<file path="src/hw/rtl/eos_pkg.sv">
`default_nettype none

package eos_pkg;

	localparam int DATA_W        = 32;
	localparam int MAX_ITEMS_DEF = 64;

	typedef struct packed {
		logic load;       // input transaction: store value or mark drop
		logic scan_init;  // restart the search pass
		logic scan_rd;    // issue one store read
		logic advance;    // result transaction: commit the emitted entry
		logic clear;      // set done: empty the store
	} cmd_t;

	typedef struct packed {
		logic last_rd;    // current read address is the last stored entry
		logic emit_last;  // result on offer is the last one of the set
	} sts_t;

endpackage

`default_nettype wire

</file>
<file path="src/hw/rtl/eos_in_if.sv">
`default_nettype none

interface eos_in_if;
	import eos_pkg::*;

	logic                     valid;
	logic                     ready;
	logic signed [DATA_W-1:0] value;
	logic                     is_last;

	modport source (output valid, output value, output is_last, input ready);
	modport sink   (input valid, input value, input is_last, output ready);
endinterface

`default_nettype wire

</file>
<file path="src/hw/rtl/eos_out_if.sv">
`default_nettype none

interface eos_out_if;
	import eos_pkg::*;

	logic                     valid;
	logic                     ready;
	logic signed [DATA_W-1:0] sorted_value;
	logic                     final_res;
	logic                     overflow;

	modport source (output valid, output sorted_value, output final_res, output overflow,
		input ready);
	modport sink   (input valid, input sorted_value, input final_res, input overflow,
		output ready);
endinterface

`default_nettype wire

</file>
<file path="src/hw/rtl/eos_ram.sv">
`default_nettype none

module eos_ram #(
	parameter int WIDTH  = 32,
	parameter int DEPTH  = 64,
	parameter int ADDR_W = (DEPTH > 1) ? $clog2(DEPTH) : 1
) (
	input  wire logic              clk,
	input  wire logic              we,
	input  wire logic [ADDR_W-1:0] waddr,
	input  wire logic [WIDTH-1:0]  wdata,
	input  wire logic              re,
	input  wire logic [ADDR_W-1:0] raddr,
	output logic      [WIDTH-1:0]  rdata
);

	logic [WIDTH-1:0] mem_q [DEPTH];

	always_ff @(posedge clk) begin
		if (we) begin
			mem_q[waddr] <= wdata;
		end
		if (re) begin
			rdata <= mem_q[raddr];
		end
	end

endmodule

`default_nettype wire

</file>
<file path="src/hw/rtl/eos_datapath.sv">
`default_nettype none

module eos_datapath #(
	parameter int MAX_ITEMS = eos_pkg::MAX_ITEMS_DEF
) (
	input  wire logic                             clk,
	input  wire logic                             arst_n,
	input  wire eos_pkg::cmd_t                    cmd,
	output eos_pkg::sts_t                         sts,
	input  wire logic signed [eos_pkg::DATA_W-1:0] value,
	output logic signed      [eos_pkg::DATA_W-1:0] sorted_value,
	output logic                                  final_res,
	output logic                                  overflow
);
	import eos_pkg::*;

	localparam int ADDR_W = (MAX_ITEMS > 1) ? $clog2(MAX_ITEMS) : 1;
	localparam int CNT_W  = $clog2(MAX_ITEMS + 1);
	localparam int KEY_W  = DATA_W + 1;
	localparam int TUP_W  = KEY_W + ADDR_W;

	// Evens first in ascending order, then odds in descending order, as one ascending key.
	function automatic logic [KEY_W-1:0] sort_key(input logic [DATA_W-1:0] v);
		logic [DATA_W-1:0] biased;
		biased = v ^ {1'b1, {(DATA_W-1){1'b0}}};
		return v[0] ? {1'b1, ~biased} : {1'b0, biased};
	endfunction

	logic [CNT_W-1:0]  count_q;
	logic              drop_q;
	logic [CNT_W-1:0]  emit_cnt_q;
	logic [ADDR_W-1:0] rd_addr_q;
	logic              rd_vld_s1;
	logic [ADDR_W-1:0] rd_idx_s1;
	logic [DATA_W-1:0] rdata;
	logic              found_q;
	logic [TUP_W-1:0]  best_q;
	logic [DATA_W-1:0] best_val_q;
	logic              have_prev_q;
	logic [TUP_W-1:0]  prev_q;
	logic              full;
	logic [CNT_W-1:0]  last_idx;
	logic [TUP_W-1:0]  cand;
	logic              take;

	assign full     = (count_q == CNT_W'(MAX_ITEMS));
	assign last_idx = count_q - CNT_W'(1);

	eos_ram #(
		.WIDTH (DATA_W),
		.DEPTH (MAX_ITEMS),
		.ADDR_W(ADDR_W)
	) u_store (
		.clk  (clk),
		.we   (cmd.load && !full),
		.waddr(count_q[ADDR_W-1:0]),
		.wdata(value),
		.re   (cmd.scan_rd),
		.raddr(rd_addr_q),
		.rdata(rdata)
	);

	// Pick the smallest (key, index) pair above the one emitted last.
	assign cand = {sort_key(rdata), rd_idx_s1};
	assign take = rd_vld_s1 && (!have_prev_q || cand > prev_q) && (!found_q || cand < best_q);

	always_ff @(posedge clk or negedge arst_n) begin
		if (!arst_n) begin
			count_q     <= '0;
			drop_q      <= 1'b0;
			emit_cnt_q  <= '0;
			rd_addr_q   <= '0;
			rd_vld_s1   <= 1'b0;
			found_q     <= 1'b0;
			have_prev_q <= 1'b0;
		end else begin
			rd_vld_s1 <= cmd.scan_rd;
			if (cmd.load) begin
				if (full) begin
					drop_q <= 1'b1;
				end else begin
					count_q <= count_q + CNT_W'(1);
				end
			end
			if (cmd.scan_init) begin
				rd_addr_q <= '0;
				found_q   <= 1'b0;
			end else if (cmd.scan_rd) begin
				rd_addr_q <= rd_addr_q + ADDR_W'(1);
			end
			if (take) begin
				found_q <= 1'b1;
			end
			if (cmd.advance && !cmd.clear) begin
				have_prev_q <= 1'b1;
				emit_cnt_q  <= emit_cnt_q + CNT_W'(1);
			end
			if (cmd.clear) begin
				count_q     <= '0;
				drop_q      <= 1'b0;
				emit_cnt_q  <= '0;
				have_prev_q <= 1'b0;
			end
		end
	end

	always_ff @(posedge clk) begin
		rd_idx_s1 <= rd_addr_q;
		if (take) begin
			best_q     <= cand;
			best_val_q <= rdata;
		end
		if (cmd.advance) begin
			prev_q <= best_q;
		end
	end

	assign sts.last_rd   = (CNT_W'(rd_addr_q) == last_idx);
	assign sts.emit_last = (emit_cnt_q == last_idx);

	assign sorted_value = best_val_q;
	assign final_res    = sts.emit_last;
	assign overflow     = drop_q;

endmodule

`default_nettype wire

</file>
<file path="src/hw/rtl/eos_ctrl.sv">
`default_nettype none

module eos_ctrl (
	input  wire logic          clk,
	input  wire logic          arst_n,
	input  wire logic          in_valid,
	input  wire logic          in_last,
	output logic               in_ready,
	output logic               out_valid,
	input  wire logic          out_ready,
	output eos_pkg::cmd_t      cmd,
	input  wire eos_pkg::sts_t sts
);
	import eos_pkg::*;

	typedef enum logic [1:0] {
		ST_LOAD,
		ST_SCAN,
		ST_DRAIN,
		ST_EMIT
	} state_t;

	state_t state_q;
	state_t state_d;

	assign in_ready  = (state_q == ST_LOAD);
	assign out_valid = (state_q == ST_EMIT);

	always_comb begin
		state_d = state_q;
		cmd     = '0;
		case (state_q)
			ST_LOAD: begin
				if (in_valid) begin
					cmd.load = 1'b1;
					if (in_last) begin
						cmd.scan_init = 1'b1;
						state_d       = ST_SCAN;
					end
				end
			end
			ST_SCAN: begin
				cmd.scan_rd = 1'b1;
				if (sts.last_rd) begin
					state_d = ST_DRAIN;
				end
			end
			ST_DRAIN: begin
				// last read lands in the compare this cycle
				state_d = ST_EMIT;
			end
			ST_EMIT: begin
				if (out_ready) begin
					cmd.advance = 1'b1;
					if (sts.emit_last) begin
						cmd.clear = 1'b1;
						state_d   = ST_LOAD;
					end else begin
						cmd.scan_init = 1'b1;
						state_d       = ST_SCAN;
					end
				end
			end
			default: begin
				state_d = ST_LOAD;
			end
		endcase
	end

	always_ff @(posedge clk or negedge arst_n) begin
		if (!arst_n) begin
			state_q <= ST_LOAD;
		end else begin
			state_q <= state_d;
		end
	end

endmodule

`default_nettype wire

</file>
<file path="src/hw/rtl/even_odd_split_sorter.sv">
// Loading: one value accepted per cycle, no result until the set closes.
// Emission: each result costs one full pass over the n stored values in the
// element store, plus the result transaction. Input is held off meanwhile.
// Reset clears the controller, the element count and the drop flag; the store is not cleared.
`default_nettype none

module even_odd_split_sorter #(
	parameter int MAX_ITEMS = eos_pkg::MAX_ITEMS_DEF
) (
	input  wire logic clk,
	input  wire logic arst_n,
	eos_in_if.sink    items,
	eos_out_if.source results
);
	import eos_pkg::*;

	cmd_t cmd;
	sts_t sts;

	eos_ctrl u_ctrl (
		.clk      (clk),
		.arst_n   (arst_n),
		.in_valid (items.valid),
		.in_last  (items.is_last),
		.in_ready (items.ready),
		.out_valid(results.valid),
		.out_ready(results.ready),
		.cmd      (cmd),
		.sts      (sts)
	);

	eos_datapath #(
		.MAX_ITEMS(MAX_ITEMS)
	) u_dp (
		.clk         (clk),
		.arst_n      (arst_n),
		.cmd         (cmd),
		.sts         (sts),
		.value       (items.value),
		.sorted_value(results.sorted_value),
		.final_res   (results.final_res),
		.overflow    (results.overflow)
	);

endmodule

`default_nettype wire

</file>
<file path="src/flat_wrapper.sv">
// flat-port wrapper written by rule: the top's interface ports become plain ports
module even_odd_split_sorter_flat import eos_pkg::*;
#(
	parameter int MAX_ITEMS = eos_pkg::MAX_ITEMS_DEF
)
  (clk, arst_n, items_valid, items_value, items_is_last, items_ready, results_valid, results_sorted_value, results_final_res, results_overflow, results_ready);
  eos_in_if items_i ();
  eos_out_if results_i ();
  input  wire logic clk;
  input  wire logic arst_n;
  input wire logic [$bits(items_i.valid)-1:0] items_valid;
  input wire logic [$bits(items_i.value)-1:0] items_value;
  input wire logic [$bits(items_i.is_last)-1:0] items_is_last;
  output wire logic [$bits(items_i.ready)-1:0] items_ready;
  output wire logic [$bits(results_i.valid)-1:0] results_valid;
  output wire logic [$bits(results_i.sorted_value)-1:0] results_sorted_value;
  output wire logic [$bits(results_i.final_res)-1:0] results_final_res;
  output wire logic [$bits(results_i.overflow)-1:0] results_overflow;
  input wire logic [$bits(results_i.ready)-1:0] results_ready;
  assign items_i.valid = items_valid;
  assign items_i.value = items_value;
  assign items_i.is_last = items_is_last;
  assign items_ready = items_i.ready;
  assign results_valid = results_i.valid;
  assign results_sorted_value = results_i.sorted_value;
  assign results_final_res = results_i.final_res;
  assign results_overflow = results_i.overflow;
  assign results_i.ready = results_ready;
  even_odd_split_sorter #(.MAX_ITEMS(MAX_ITEMS)) u_core (.clk(clk), .arst_n(arst_n), .items(items_i), .results(results_i));
endmodule
</file>
<file path="config.mk">
export PLATFORM = sky130hd
export DESIGN_NAME = even_odd_split_sorter_flat
export DESIGN_NICKNAME = d
export VERILOG_FILES = /design/src/hw/rtl/eos_pkg.sv /design/src/hw/rtl/eos_in_if.sv /design/src/hw/rtl/eos_out_if.sv /design/src/hw/rtl/eos_ram.sv /design/src/hw/rtl/eos_datapath.sv /design/src/hw/rtl/eos_ctrl.sv /design/src/hw/rtl/even_odd_split_sorter.sv /design/src/flat_wrapper.sv
export SDC_FILE = /design/constraint.sdc
export NUM_CORES = 2
export LEC_CHECK = 0
export BUFFER_PORTS_ARGS = -buffer_cell sky130_fd_sc_hd__clkbuf_2
export CAP_MARGIN = 10
export CORE_MARGIN = 2
export CORE_UTILIZATION = 59
export CTS_BUF_LIST = sky130_fd_sc_hd__clkbuf_4
export DETAILED_ROUTE_END_ITERATION = 10
export GPL_TIMING_DRIVEN = 0
export PLACE_DENSITY = 0.77
export SYNTH_ARGS = -nofsm -noshare
export SYNTH_HDL_FRONTEND = slang
export SYNTH_HIERARCHICAL = 1
export SYNTH_SLANG_ARGS = --single-unit
</file>
<file path="constraint.sdc">
create_clock -name clk -period 8.05 [get_ports clk]
set_input_delay 0 -clock clk [delete_from_list [all_inputs] [get_ports clk]]
set_output_delay 0 -clock clk [all_outputs]
set_load 0.01 [all_outputs]
</file>
# ---- After elaboration in Yosys (flattened, before gate mapping)
# Memory sizes are Yosys's and may differ from the RTL's. A register that Yosys moved wholly into a read port is not among the register bits.
# Cells that the tools add are included.
dict set report word_totals {
  in_bits 37
  romBits 0
  memories 1
  ff_bits 142
  ramBits 2048
  output_inout_bits 36
  elab_cells 84
  latch_bits 0
}
# memory words word_bits read_ports rd_ports_with_merged_regs wr line_no
set memory_table {}
lappend memory_table {u_core.u_dp.u_store.mem_q 64 32 1 1 1 eos_ram.sv:17} ;# logic [WIDTH-1:0] mem_q [DEPTH];
dict set report op_classes {
  shifts 0
  div_mod_pow 0
  order_cmp 2
  n_mul 0
  n_eq_ne 11
  addsub 4
  mux 33
  n_reduce_logical 19
  bitwise_logic 2
}
# operator n
set ops {}
lappend ops {{$gt 39x39->1} 1}
lappend ops {{$lt 39x39->1} 1}
lappend ops {{$mux 7} 5}
lappend ops {{$mux 33} 1}
lappend ops {{$not 32->32} 1}
lappend ops {{$mux 1} 16}
lappend ops {{$add 7x1->7 const B} 2}
lappend ops {{$mux 2} 7}
lappend ops {{$mux 6} 2}
lappend ops {{$reduce_bool 2->1} 5}
lappend ops {{$pmux 2 s4} 1}
lappend ops {{$eq 6x7->1} 1}
lappend ops {{$eq 7x7->1} 1}
lappend ops {{$eq 7x7->1 const B} 1}
lappend ops {{$sub 7x1->7 const B} 1}
lappend ops {{$add 6x1->6 const B} 1}
lappend ops {{$ne 2x2->1 const B} 3}
lappend ops {{$eq 2x2->1 const B} 2}
lappend ops {{$logic_and 1x1->1} 4}
lappend ops {{$logic_not 1->1} 4}
lappend ops {{$ne 2x1->1 const B} 2}
lappend ops {{$reduce_and 2->1} 2}
lappend ops {{$reduce_and 4->1} 1}
lappend ops {{$eq 2x1->1 const B} 1}
lappend ops {{4 further kinds} 5}

# ---- Depth between registers and ports, before layout
dict set report depth {
  word_depth 9
  ltp_mapped 12
}

# ---- Hierarchy
# The synthesis kept the hierarchy.
# module area_per_inst_um2 cells_per_inst n_inst seq_area_each_um2
set by_module_without_submodules {}
lappend by_module_without_submodules {eos_ram 78835.6 3324 1 62459.9}
lappend by_module_without_submodules {eos_datapath 6830.3 555 1 3933.8}
lappend by_module_without_submodules {eos_ctrl 232.7 24 1 50.0}

# ---- Worst setup path before layout
# Ideal clock, no wire load.
dict set report synth_path {
  path_kind {flip-flop to flip-flop}
  from {register u_core.u_dp.u_store.rdata[0] (read register of u_core.u_dp.u_store.mem_q)}
  to {register u_core.u_dp.best_q[0], enable pin}
  synth_period_minus_slack_ns 7.882
  stages_incl_launch_ff 11
  arrival_time_ns 7.301
  setup_slack_ns 0.168
  path_buffers 2
  cell_sequence {edfxtp_1 clkbuf_1 buf_1 xor2_1 ha_1 a21o_1 a221o_1 a221oi_1 o21ai_1 o31a_1 nor3_1}
}
dict set report synth_via {
  word_cells_on_any_way 8
  classes_between {order compare (2); mux (1); bitwise (1); reduce/logical (4)}
}
# item line_no
set synth_lines {}
lappend synth_lines {{start: declaration} eos_ram.sv:14} ;# output logic [WIDTH-1:0] rdata
lappend synth_lines {{$mux 33 (*)} eos_datapath.sv:26} ;# return v[0] ? {1'b1, ~biased} : {1'b0, biased};
lappend synth_lines {{net u_core.u_dp.cand[32]} eos_datapath.sv:43} ;# logic [TUP_W-1:0] cand;
lappend synth_lines {{$gt 39x39->1} eos_datapath.sv:65} ;# assign take = rd_vld_s1 && (!have_prev_q || cand > prev_q) && (!found_q || cand < best_q);
lappend synth_lines {{$logic_or 1x1->1} eos_datapath.sv:65}
lappend synth_lines {{$logic_and 1x1->1} eos_datapath.sv:65}
lappend synth_lines {{$logic_and 1x1->1 (*)} eos_datapath.sv:65}
lappend synth_lines {{net u_core.u_dp.take} eos_datapath.sv:44} ;# logic take;
lappend synth_lines {{end signal: assignment} eos_datapath.sv:110} ;# best_q <= cand;
lappend synth_lines {{end: declaration} eos_datapath.sv:37} ;# logic [TUP_W-1:0] best_q;
# Mark *: on every way through the listed nets, which the timed path passes. The rest lies on a longest branch.
# A chain may end at the register's enable or synchronous reset.

# ---- Final worst setup path
dict set report layout_path {
  from {register u_core.u_dp.u_store.rdata[0] (read register of u_core.u_dp.u_store.mem_q)}
  to {register u_core.u_dp.best_q[14], enable pin}
}
# The elaborated chain is that of the path after synthesis.

==> flow_metrics.env <==
export IMPL_area_growth_pct=14.7
export IMPL_drive_above_1_share_pct=33.9
export IMPL_synth_top_cell_by_area="edfxtp_1"
export IMPL_min_from="items_value[22]"
export IMPL_cellLeakagePower_uw=0.0322
export IMPL_route_met2_wl_mm=112
export IMPL_synthArstFlopShare_pct=1.17
export IMPL_clk_path_buf_depth=4
export IMPL_cts_sinks=2219
export IMPL_fin_skew_ns=0.0805
export IMPL_clk_pin_slew_worst_paths_ns=0.06
export IMPL_tightest_slew_ns=1.47
export IMPL_grt_max_degree=65
export IMPL_drt_iter0_markers=7334
export IMPL_drc_errors=0
export IMPL_start_util_pct=59.2
export IMPL_numPortBuffers=72
export IMPL_utilization_pct=67.9
export IMPL_setup_slack_ns=2.55
export IMPL_n_fill_cell=8777
export IMPL_io_pins=73
export IMPL_post_place_ws_ns=2.57
export IMPL_grt_pass1_wl_mm=340
export IMPL_crit_start="u_core/u_dp/u_store/rdata[0]$_DFFE_PP_"
export IMPL_wire_per_inst_um=35.2
export IMPL_ys_warnings_count=6
export IMPL_cts_tree="built"
export IMPL_synth_ff_type="edfxtp_1"
export IMPL_dieArea_um2=149000
export IMPL_routed_top_layer="met5"
export IMPL_r2r_start="u_core/u_dp/u_store/rdata[0]$_DFFE_PP_"
export IMPL_core_area_um2=145000
export IMPL_finalSetupViolations=0
export IMPL_worst_setup_path_type="flip-flop to flip-flop"
export IMPL_grt_pass1_vias=47298
export IMPL_avgSynthCellArea_um2=22.0
export IMPL_cts_root_buffer="clkbuf_4"
export IMPL_syn_area_um2=85900
export IMPL_max_cap_violations=0
export IMPL_synth_cells=3903
export IMPL_cts_buffers=562
export IMPL_grt_setup_unrepaired="no"
export IMPL_timing_fmax_ghz=0.182
export IMPL_m1WireLength_mm=79.3
export IMPL_vias_per_cell=6.74
export IMPL_synth_area_leaders="edfxtp_1 (76%), mux4_2 (14%), ha_1 (1.2%)"
export IMPL_met3_length_mm=37.6
export IMPL_p_per_area_nw_per_um2=339
export IMPL_setup_tns_ns=0
export IMPL_crit_fanout=13
export IMPL_hold_class="input pin to flip-flop"
export IMPL_critPathLaunchType="flip-flop"
export IMPL_timing_slew_headroom_pct=2.03
export IMPL_fin_area_um2=98500
export IMPL_htreeDepth=6
export IMPL_synth_edff_count=2187
export IMPL_synth_top_area_share_pct=76.5
export IMPL_cp_required_ns=9.02
export IMPL_yosysUniqueCellTypes=63
export IMPL_die_width_um=386
export IMPL_dp_hpwl_mm=156
export IMPL_crit_path_end_kind="flip-flop"
export IMPL_worstSkewPairLatency_ns=1.32
export IMPL_status="finished clean"
export IMPL_ys_seq_elements=2219
export IMPL_min_period_over_period_pct=68.3
export IMPL_die_y_um=386
export IMPL_irDropWorstVdd_v=0.000509
export IMPL_dr_pass1_iters=8
export IMPL_antenna_found_initial=13
export IMPL_place_area_um2=90800
export IMPL_syn_num_nets=4024
export IMPL_grt_overflow=0
export IMPL_hold_viol=0
export IMPL_grt_util_all_layers_pct=33.6
export IMPL_critPathArrivalTime_ns=6.46
export IMPL_fin_crit_ns=5.50
export IMPL_finalNetCount=4837
export IMPL_slew_viol_final=0
export IMPL_regArea_um2=66400
export IMPL_routed_wirelength_mm=246
export IMPL_whs_ns=0.117
export IMPL_ant_nets=0
export IMPL_num_vias=47076
export IMPL_ys_seq_area_share_pct=77.4
export IMPL_routabilityCongestion=0.951
export IMPL_num_rows=140
export IMPL_multi_input_area_um2=18700
## cells in the mapped netlist, types with 13 or more instances
cell type,n
nand4_1,22
a21oi_1,96
mux2i_1,95
buf_1,23
xor2_1,50
o221ai_1,27
inv_1,85
o22ai_1,84
a22oi_1,13
o21ai_0,15
nor2_1,166
nor2b_1,17
clkbuf_1,83
buf_2,57
edfxtp_1,2187
dfrtp_1,26
mux4_2,544
ha_1,84
buf_4,27
nand2_1,51
## state kept, by name (all words and copies together) (netlist names)
name / cells
u_core/u_dp/rd_vld_s1: 1
u_core/u_dp/count_q: 7
u_core/u_dp/prev_q: 38
u_core/u_dp/found_q: 1
u_core/u_dp/best_q: 37
u_core/u_dp/rd_idx_s1: 6
u_core/u_dp/u_store/rdata: 32
u_core/u_dp/rd_addr_q: 6
u_core/u_ctrl/state_q: 2
u_core/u_dp/emit_cnt_q: 7
u_core/u_dp/overflow: 1
u_core/u_dp/sorted_value: 32
u_core/u_dp/u_store/mem_q: 2048
u_core/u_dp/have_prev_q: 1
## area by class of cell
type / instances / area share [%]
sequential: 2219 / 67.4
buffer: 195 / 0.956
tap: 1917 / 2.43
inverter: 85 / 0.324
timing repair buffer: 249 / 3.11
clock inverter: 115 / 0.712
multi-input combinational: 1404 / 19.0
antenna: 10 / 0.0254
clock buffer: 792 / 6.03
## cells in the final DEF (no fill, tap or decap), types with 17 or more instances in the layout
master	n
a21oi_1	96
buf_1	23
buf_12	86
buf_2	63
buf_4	28
buf_6	17
clkbuf_1	83
clkbuf_2	61
clkbuf_4	797
clkinv_1	79
dfrtp_1	26
dlygate4sd3_1	73
edfxtp_1	2187
ha_1	83
inv_1	85
mux2i_1	95
mux4_2	544
nand2_1	51
nand4_1	22
nor2_1	104
nor2_4	62
nor2b_1	17
o221ai_1	27
o22ai_1	84
xor2_1	50
## per-layer routing
layer,track usage [%],vias to the layer above
li1,-,18297
met1,43.1,23763
met2,50.4,4248
met3,11.3,758
met4,19.8,10
met5,0,-
## repair_timing
| action | 4_1_cts | 5_1_grt |
|---|---|---|
| resized for setup | 0 | 0 |
| hold buffers | 59 | 15 |
| endpoints found under the hold margin | 2137 | 609 |
| setup buffers | 0 | 0 |
## logic make-up (layout without fill, tap and decap cells)
logic type                 Yosys count  in the layout  synth area share (%)
adders and majority gates           84             84                  1.22
other                                0             10                     0
DFF                               2219           2219                  77.4
and+or+nand+nor                    340            340                  1.87
xor gates and xnor gates            62             62                 0.632
muxes                              640            640                  15.4
buffers and inverters              280           1436                  1.47
AOI/OAI and AO/OA                  278            278                  2.07
## metrics by stage
stage                     total power [µW]  instances
after floorplan                      19900       3903
after global placement               23800       5892
after detailed placement             24100       5979
after CTS                            33200       6945
after global routing                 34400       6982
final                                33400       6986
## worst max-delay path, cell delays in order (launching register included)
cell and delay [ns]:
edfxtp_1 0.46, clkbuf_1 0.19, clkbuf_1 0.62, xor2_1 0.27, ha_1 0.39, nand4_1 0.18
nor4_1 0.91, o31ai_1 0.42, nand3_1 0.25, a21boi_0 0.19, nor3_2 0.61, buf_8 0.24
buf_6 0.19, buf_6 0.19
## worst paths after layout
kind | cells after the start | to | slack [ns]
worst max-delay path | 13 | u_core/u_dp/best_q[14]$_DFFE_PP_ | 2.55
worst min register to register | 0 | u_core/u_dp/prev_q[8]$_DFFE_PP_ | 0.42
worst min-delay path | 2 | u_core/u_dp/u_store/mem_q[18][22]$_DFFE_PP_ | 0.12
min in group asynchronous | 5 | u_core/u_dp/found_q$_DFFE_PN0P_ | 0.28
max in group asynchronous | 5 | u_core/u_dp/emit_cnt_q[0]$_DFFE_PN0P_ | 7.55
worst max register to register | 13 | u_core/u_dp/best_q[14]$_DFFE_PP_ | 2.55
## where the power goes
part           internal (µW)  switching (µW)  leakage, µW
clock                   4790            4340      0.00399
sequential             13300             274       0.0201
combinational           4000            6700      0.00811
Power figures use the tool's default switching activity.
